===== src/hdl/bhg_pkg.sv =====
`timescale 1ns / 1ps

package bhg_pkg;

  typedef enum logic [2:0] {
    OP_PRESS    = 3'd0,
    OP_HOLD     = 3'd1,
    OP_HOLD_REL = 3'd2,
    OP_LONG     = 3'd3,
    OP_LONG_REL = 3'd4,
    OP_TICK     = 3'd5
  } op_t;

  typedef enum logic [2:0] {
    G_PRESS   = 3'd0,
    G_DELETE  = 3'd1,
    G_WIFI    = 3'd2,
    G_PAIR    = 3'd3,
    G_KICKOUT = 3'd4,
    G_KICKINC = 3'd5
  } gesture_t;

  localparam logic [1:0] CFG_PAIR_HOLD      = 2'd0;
  localparam logic [1:0] CFG_KICKOUT_HOLD   = 2'd1;
  localparam logic [1:0] CFG_KICKOUT_EXPIRE = 2'd2;

  localparam logic [31:0] PAIR_HOLD_RST      = 32'd5000000;
  localparam logic [31:0] KICKOUT_HOLD_RST   = 32'd3000000;
  localparam logic [31:0] KICKOUT_EXPIRE_RST = 32'd10000000;

  localparam logic [1:0] KICKOUT_LIMIT = 2'd3;

  localparam int QDEPTH = 8;
  localparam int QPTR_W = 3;
  localparam int QCNT_W = 4;

  typedef struct packed {
    gesture_t   gesture;
    logic [1:0] which_button;
    logic       last;
  } result_t;

  // results produced by one item, at most two
  typedef struct packed {
    logic [1:0] n;
    result_t    r0;
    result_t    r1;
  } push_t;

endpackage


===== src/hdl/button_hold_gesture_controller_core.sv =====
`timescale 1ns / 1ps
// an item is captured in the input register, evaluated from it, and its results are queued.
// throughput: one item per cycle while s_axis_tready is high; results drain one per cycle,
// so two-result items or a stalled result side push the 8-entry queue past four entries
// (six when no item is in flight) and s_axis_tready drops
// reset: synchronous, clears all button state, the kick-out count, the queue and restores
// the register reset values

module button_hold_gesture_controller_core #(
  parameter int NUM_BUTTONS = 4
) (
  input  logic        clk,
  input  logic        rst,
  input  logic        s_axis_tvalid,
  output logic        s_axis_tready,
  input  logic [39:0] s_axis_tdata,   // operation[2:0], button[4:3], now_us[36:5], zero pad
  output logic        m_axis_tvalid,
  input  logic        m_axis_tready,
  output logic [7:0]  m_axis_tdata,   // gesture[2:0], which_button[4:3], zero pad
  output logic        m_axis_tlast,
  input  logic        cfg_we,
  input  logic [1:0]  cfg_index,
  input  logic [31:0] cfg_data
);
  import bhg_pkg::*;

  logic              load;
  logic              busy;
  push_t             push;
  result_t           head;
  logic [QCNT_W-1:0] count;
  logic [QCNT_W-1:0] reserve;

  // keep room for two results of the item in flight plus two of the next one
  assign reserve       = busy ? QCNT_W'(4) : QCNT_W'(2);
  assign s_axis_tready = (QCNT_W'(QDEPTH) - count) >= reserve;
  assign load          = s_axis_tvalid && s_axis_tready;

  bhg_core #(
    .NUM_BUTTONS(NUM_BUTTONS)
  ) u_core (
    .clk       (clk),
    .rst       (rst),
    .cfg_we    (cfg_we),
    .cfg_index (cfg_index),
    .cfg_data  (cfg_data),
    .load      (load),
    .op_in     (op_t'(s_axis_tdata[2:0])),
    .button_in (s_axis_tdata[4:3]),
    .now_in    (s_axis_tdata[36:5]),
    .busy      (busy),
    .push      (push)
  );

  bhg_queue u_queue (
    .clk       (clk),
    .rst       (rst),
    .push      (push),
    .pop       (m_axis_tvalid && m_axis_tready),
    .not_empty (m_axis_tvalid),
    .head      (head),
    .count     (count)
  );

  assign m_axis_tdata = {3'b000, head.which_button, head.gesture};
  assign m_axis_tlast = head.last;

endmodule


===== src/hdl/bhg_core.sv =====
`timescale 1ns / 1ps

module bhg_core #(
  parameter int NUM_BUTTONS = 4
) (
  input  logic               clk,
  input  logic               rst,
  input  logic               cfg_we,
  input  logic [1:0]         cfg_index,
  input  logic [31:0]        cfg_data,
  input  logic               load,
  input  bhg_pkg::op_t       op_in,
  input  logic [1:0]         button_in,
  input  logic [31:0]        now_in,
  output logic               busy,
  output bhg_pkg::push_t     push
);
  import bhg_pkg::*;

  localparam int BW = (NUM_BUTTONS > 2) ? 2 : 1;

  logic [31:0] pair_hold_us;
  logic [31:0] kickout_hold_us;
  logic [31:0] kickout_expire_us;

  logic        in_valid;
  op_t         in_op;
  logic [1:0]  in_button;
  logic [31:0] in_now;

  logic [NUM_BUTTONS-1:0] hold_flags, hold_flags_next;
  logic [NUM_BUTTONS-1:0] long_hold_flags, long_hold_flags_next;
  logic [31:0] hold_change_time, hold_change_time_next;
  logic        pair_valid, pair_valid_next;
  logic [1:0]  pair_button, pair_button_next;
  logic [1:0]  kickout_count, kickout_count_next;

  always_ff @(posedge clk) begin
    if (rst) begin
      pair_hold_us      <= PAIR_HOLD_RST;
      kickout_hold_us   <= KICKOUT_HOLD_RST;
      kickout_expire_us <= KICKOUT_EXPIRE_RST;
    end else if (cfg_we) begin
      case (cfg_index)
        CFG_PAIR_HOLD:      pair_hold_us      <= cfg_data;
        CFG_KICKOUT_HOLD:   kickout_hold_us   <= cfg_data;
        CFG_KICKOUT_EXPIRE: kickout_expire_us <= cfg_data;
        default: ;
      endcase
    end
  end

  always_ff @(posedge clk) begin
    if (rst) begin
      in_valid <= 1'b0;
    end else begin
      in_valid <= load;
    end
    if (load) begin
      in_op     <= op_in;
      in_button <= button_in;
      in_now    <= now_in;
    end
  end

  assign busy = in_valid;

  logic [31:0]   elapsed;
  logic [2:0]    held_n;
  logic [BW-1:0] held_idx;
  logic          btn_ok;
  logic [BW-1:0] bidx;
  logic [1:0]    kc_tmp;
  result_t       r0, r1;
  logic [1:0]    nres;

  always_comb begin
    elapsed  = in_now - hold_change_time;
    held_n   = '0;
    held_idx = '0;
    for (int i = 0; i < NUM_BUTTONS; i++) begin
      held_n = held_n + {2'b00, hold_flags[i]};
      if (hold_flags[i]) held_idx = BW'(i);
    end
    btn_ok = ({1'b0, in_button} < 3'(NUM_BUTTONS));
    bidx   = in_button[BW-1:0];

    hold_flags_next       = hold_flags;
    long_hold_flags_next  = long_hold_flags;
    hold_change_time_next = hold_change_time;
    pair_valid_next       = pair_valid;
    pair_button_next      = pair_button;
    kickout_count_next    = kickout_count;
    kc_tmp                = kickout_count;
    r0   = '{gesture: G_PRESS, which_button: 2'd0, last: 1'b1};
    r1   = '{gesture: G_PRESS, which_button: 2'd0, last: 1'b1};
    nres = 2'd0;

    if (in_valid) begin
      case (in_op)
        OP_TICK: begin
          if (held_n == 3'd1 && elapsed > pair_hold_us) begin
            hold_flags_next  = '0;
            pair_valid_next  = 1'b1;
            pair_button_next = 2'(held_idx);
            r0   = '{gesture: G_PAIR, which_button: 2'(held_idx), last: 1'b1};
            nres = 2'd1;
          end else if (held_n == 3'd2 && elapsed > kickout_hold_us) begin
            hold_flags_next = '0;
            if (kickout_count == KICKOUT_LIMIT - 2'd1) begin
              kc_tmp = 2'd0;
              r0     = '{gesture: G_KICKOUT, which_button: 2'd0, last: 1'b1};
            end else begin
              kc_tmp = kickout_count + 2'd1;
              r0     = '{gesture: G_KICKINC, which_button: 2'd0, last: 1'b1};
            end
            nres = 2'd1;
          end
          // idle expiry is checked on the updated count
          if (kc_tmp != 2'd0 && elapsed > kickout_expire_us) begin
            kickout_count_next = 2'd0;
          end else begin
            kickout_count_next = kc_tmp;
          end
        end
        OP_PRESS: begin
          if (btn_ok) begin
            r0   = '{gesture: G_PRESS, which_button: in_button, last: 1'b1};
            nres = 2'd1;
            if (pair_valid && pair_button == in_button) begin
              r0.last          = 1'b0;
              r1   = '{gesture: G_DELETE, which_button: in_button, last: 1'b1};
              nres = 2'd2;
              pair_valid_next  = 1'b0;
              pair_button_next = 2'd0;
            end
          end
        end
        OP_HOLD: begin
          if (btn_ok) begin
            hold_flags_next[bidx] = 1'b1;
            hold_change_time_next = in_now;
          end
        end
        OP_HOLD_REL: begin
          if (btn_ok) begin
            hold_flags_next[bidx] = 1'b0;
            hold_change_time_next = in_now;
          end
        end
        OP_LONG: begin
          if (btn_ok) begin
            hold_flags_next[bidx]      = 1'b0;
            long_hold_flags_next[bidx] = 1'b1;
            if (long_hold_flags_next[0] && long_hold_flags_next[1]) begin
              r0   = '{gesture: G_WIFI, which_button: 2'd0, last: 1'b1};
              nres = 2'd1;
            end
          end
        end
        OP_LONG_REL: begin
          if (btn_ok) long_hold_flags_next[bidx] = 1'b0;
        end
        default: ;
      endcase
    end
  end

  assign push = '{n: nres, r0: r0, r1: r1};

  always_ff @(posedge clk) begin
    if (rst) begin
      hold_flags       <= '0;
      long_hold_flags  <= '0;
      hold_change_time <= '0;
      pair_valid       <= 1'b0;
      pair_button      <= 2'd0;
      kickout_count    <= 2'd0;
    end else begin
      hold_flags       <= hold_flags_next;
      long_hold_flags  <= long_hold_flags_next;
      hold_change_time <= hold_change_time_next;
      pair_valid       <= pair_valid_next;
      pair_button      <= pair_button_next;
      kickout_count    <= kickout_count_next;
    end
  end

endmodule


===== src/hdl/bhg_queue.sv =====
`timescale 1ns / 1ps

module bhg_queue (
  input  logic                   clk,
  input  logic                   rst,
  input  bhg_pkg::push_t         push,
  input  logic                   pop,
  output logic                   not_empty,
  output bhg_pkg::result_t       head,
  output logic [bhg_pkg::QCNT_W-1:0] count
);
  import bhg_pkg::*;

  result_t             mem [QDEPTH];
  logic [QPTR_W-1:0]   wr_ptr;
  logic [QPTR_W-1:0]   rd_ptr;
  logic [QCNT_W-1:0]   count_next;

  always_ff @(posedge clk) begin
    if (push.n != 2'd0) mem[wr_ptr] <= push.r0;
    if (push.n == 2'd2) mem[wr_ptr + QPTR_W'(1)] <= push.r1;
  end

  assign count_next = count + QCNT_W'(push.n) - QCNT_W'(pop);

  always_ff @(posedge clk) begin
    if (rst) begin
      wr_ptr <= '0;
      rd_ptr <= '0;
      count  <= '0;
    end else begin
      wr_ptr <= wr_ptr + QPTR_W'(push.n);
      if (pop) rd_ptr <= rd_ptr + QPTR_W'(1);
      count  <= count_next;
    end
  end

  assign not_empty = (count != '0);
  assign head      = mem[rd_ptr];

endmodule


===== config.mk =====
export PLATFORM = sky130hd
export DESIGN_NAME = button_hold_gesture_controller_core
export DESIGN_NICKNAME = d
export VERILOG_FILES = /design/src/hdl/bhg_pkg.sv /design/src/hdl/button_hold_gesture_controller_core.sv /design/src/hdl/bhg_core.sv /design/src/hdl/bhg_queue.sv
export SDC_FILE = /design/constraint.sdc
export NUM_CORES = 1
export LEC_CHECK = 0
export BUFFER_PORTS_ARGS = -buffer_cell sky130_fd_sc_hd__buf_2
export CELL_PAD_IN_SITES_DETAIL_PLACEMENT = 2
export CELL_PAD_IN_SITES_GLOBAL_PLACEMENT = 2
export CORE_MARGIN = 2
export CORE_UTILIZATION = 34
export DETAILED_ROUTE_END_ITERATION = 10
export HOLD_SLACK_MARGIN = 0.15
export MAX_ROUTING_LAYER = met4
export PLACE_DENSITY = 0.82
export SLEW_MARGIN = 20
export SYNTH_ARGS = -nofsm -noshare
export SYNTH_HDL_FRONTEND = slang
export SYNTH_SLANG_ARGS = --single-unit

===== constraint.sdc =====
create_clock -name clk -period 5.1 [get_ports clk]
set_input_delay 0.51 -clock clk [delete_from_list [all_inputs] [get_ports clk]]
set_output_delay 0.51 -clock clk [all_outputs]
set_load 0.02 [all_outputs]

==> flow_summary.yaml <==
timing:
  setup_ws_ps: -947
  min_period_ps: 6050
  worst_pin_slew_ps: 1170
  slew_violations: 0
  finClkSkew_ps: 18.4
  setup_tns_ps: -69290
  hold_viol: 0
  rsz0062_at_grt: "yes"
  min_period_over_period: 1.19
  clock.fmax_mhz: 165
  max_slew_margin: 0.221
  setup_viol: 88
setup_path:
  r2r_slack_ps: -950
  cpLargestDelayFamily: "compound AO/OA/AOI/OAI gates"
  worstSetupStartpointType: "flip-flop"
  reg2reg_to: "u_queue.mem[7][3]"
  critical-path-max-stage-delay_ps: 470
  critical_path_class: "flip-flop to flip-flop"
  crit_required_ps: 5350
  cp_slowest_cell: "edfxtp_1"
  crit_fanout: 8
  cp-startpoint: "u_core.in_now[11]"
  rr_worst_depth: 29
  rr_startpoint: "u_core.in_now[11]"
  cp.arrival_ps: 6300
  cpMostUsedCell: "buf_4"
  worstSetupEndpointType: "flip-flop"
  cp.buffers_inverters: 11
route:
  routed_via_density: 5.60
  drc: 0
  met2WireLength_um: 32000
  drt_iter0_drc: 776
  drt_wl_total_um: 61600
  drt-met1-wl_um: 23800
  top_layer_used: "met4"
  wl_met3_um: 2540
  first_pass_iters: 5
  antenna_left: 0
  vias: 12918
  wl_per_cell_um: 26.7
clock_network:
  cts-root-buf: "clkbuf_16"
  tritoncts: "done"
  clockBufferDepth: 3
  clock-sinks: 238
  cts_made_buffers: 29
  htree_levels: 1
  clock_latency_ps: 590
  path_clk_slew_ps: 70
floorplanning:
  die_w_um: 202
  rows: 72
  start_util: 0.344
  die_y_um: 202
  design.core.area_um2: 38600
  dieArea_um2: 40700
  pin_count: 90
power:
  p_clk_frac: 0.194
  ir_worst_vdd_mv: 0.319
  p_leak_nw: 7.10
  powerDensity_nw_per_um2: 630
  p_comb_frac: 0.584
  power.internal_mw: 6.29
  seqPwrFrac: 0.222
  switching_power_mw: 4.82
  power_mw: 11.1
  netSwitchingFraction: 0.434
place:
  place_congestion: 0.840
  placed_cell_area_um2: 15200
  port_buffers: 83
  dp_hpwl_um: 33700
synthesis:
  seq_area_frac_synth: 0.404
  yosysTopAreaCellShare: 0.266
  syn_area_um2: 13300
  async_flop_share: 0
  synth_ff_type: "dfxtp_1"
  syn_inst: 1512
  ys_warn_count: 0
  postSynthAreaPerCell_um2: 8.80
  synth_edf_count: 61
  synthTopCellsByArea: "dfxtp_1, edfxtp_1, ha_1"
  synth_top_area_cell: "dfxtp_1"
  ys_types: 65
  ys_ff_latch: 238
final_layout:
  nets: 1989
  area_growth_pct: 32.5
  drive_above_1_share: 0.241
  postLayoutCellArea_um2: 17600
  diodes: 0
status:
  violations: "setup timing"
  status: "finished, violations left"
grt:
  antenna_found_initial: 1
  grt_overflow_total: 0
  grt_usage: 0.257
  grt_max_degree: 76
  grt_pass1_vias: 14042
  grt_pass1_wl_um: 80200
min_path:
  hp-start: "cfg_data[10]"
  timing.hold.worst.class: "input pin to flip-flop"
  min_to: "u_core.kickout_hold_us[10]"
  holdPathStages: 2
job:
  drv_cap: 0
## cell usage after synthesis, types with 5 or more instances
cell type    n
o21a_1       9
mux4_2      12
edfxtp_1    61
nand2_1    237
a211o_1     26
inv_1      162
nand3_1     27
and2_1       6
o22ai_1     21
buf_1        6
mux2_2       7
xnor2_1     29
a21oi_1    162
nor2_1      69
nand4_1     26
dfxtp_1    177
nand2b_1     6
a211oi_1    10
o21ai_0     54
nor3_1      13
nor2b_1     14
ha_1       141
clkbuf_1    56
a21o_1      59
and3_1      10
o21bai_1     9
a31o_2       6
o211ai_1     9
a31oi_1      8
xor2_1      12
o311a_1      5
## cells in the final DEF (no fill, tap or decap), types with 27 or more instances in the layout
master         netlist  final
inv_1              162    157
nand2_1            237    234
xnor2_1             29     28
a21oi_1            162    151
buf_2                2     82
dfxtp_1            177    177
dlygate4sd3_1        0     33
o21ai_0             54     27
ha_1               141    132
clkbuf_16            0     31
buf_4                3    147
nor2_1              69     64
a21o_1              59     59
edfxtp_1            61     61
## power groups by stage
| stage | Clock [mW] | Combinational [mW] | Sequential (mW) |
|---|---|---|---|
| 4_1_cts | 2.14 | 5.55 | 2.43 |
| 6_report | 2.16 | 6.49 | 2.46 |
| 5_1_grt | 2.26 | 6.91 | 2.48 |
| 2_1_floorplan | 0 | 3.10 | 2.34 |
| 3_5_place_dp | 0 | 5.14 | 2.47 |
| 3_3_place_gp | 0 | 4.77 | 2.44 |
## stage by stage
stage / worst slack (ps) / hold WS, ps / util / instances
final: -947 / 170 / 0.456 / 2305
after global placement: -717 / 442 / 0.393 / 2172
after detailed placement: -898 / 443 / 0.393 / 2172
after global routing: -1030 / 146 / 0.456 / 2305
after CTS: -518 / 151 / 0.435 / 2276
after floorplan: -245 / 424 / - / 1514
## logic make-up (layout without fill, tap and decap cells)
kind of cell | count (synthesis) | count (layout) | synth area share
AOI/OAI and AO/OA | 409 | 409 | 0.196
and+or+nand+nor | 429 | 430 | 0.142
other | 1 | 3 | 0.000282
adders and majority gates | 145 | 145 | 0.139
xor gates and xnor gates | 41 | 41 | 0.0270
DFF | 238 | 238 | 0.404
muxes | 20 | 20 | 0.0270
buffers and inverters | 229 | 501 | 0.0656
## registers in the layout (all words and copies together) (netlist names), 2 cells and up, named ones only
name                      count
u_core.in_now                32
u_queue.rd_ptr                3
u_core.bidx                   2
u_queue.mem                  48
u_core.hold_change_time      32
u_core.kickout_count          2
u_queue.count                 4
u_core.kickout_expire_us     32
u_core.pair_hold_us          32
u_core.hold_flags             4
u_core.pair_button            2
u_queue.wr_ptr                3
u_core.kickout_hold_us       32
u_core.in_op                  3
## routing by layer
metal	up-vias	GRT usage
met4	0	0.0938
met1	6530	0.289
met2	417	0.463
met5	-	-
li1	5763	-
met3	208	0.0356
## cell type report
type | count | area, um^2
Fill cell | 4091 | 21000
Multi-Input combinational cell | 1048 | 7930
Sequential cell | 238 | 5380
Timing Repair Buffer | 286 | 2120
Clock buffer | 38 | 812
Tap cell | 518 | 648
Inverter | 162 | 611
Clock inverter | 15 | 135
## worst max-delay path by stage
stage / end / depth (start not counted)
after floorplan: u_queue.count[1] / 27
after global routing: u_queue.mem[5][1] / 24
after global placement: u_queue.mem[2][1] / 23
after CTS: u_queue.wr_ptr[2] / 30
after detailed placement: u_queue.mem[5][1] / 25
final: u_queue.mem[7][3] / 29
## what timing repair did
| item | CTS | global route |
|---|---|---|
| endpoints found under the setup margin | 88 | 88 |
| hold buffers | 33 | 0 |
| pin swaps | 16 | 30 |
| resized for setup | 48 | 113 |
| setup buffers | 18 | 29 |
| endpoints found under the hold margin | 33 | 0 |
| gates cloned | 0 | 1 |
Note: power is estimated with default switching activity, not from simulation.
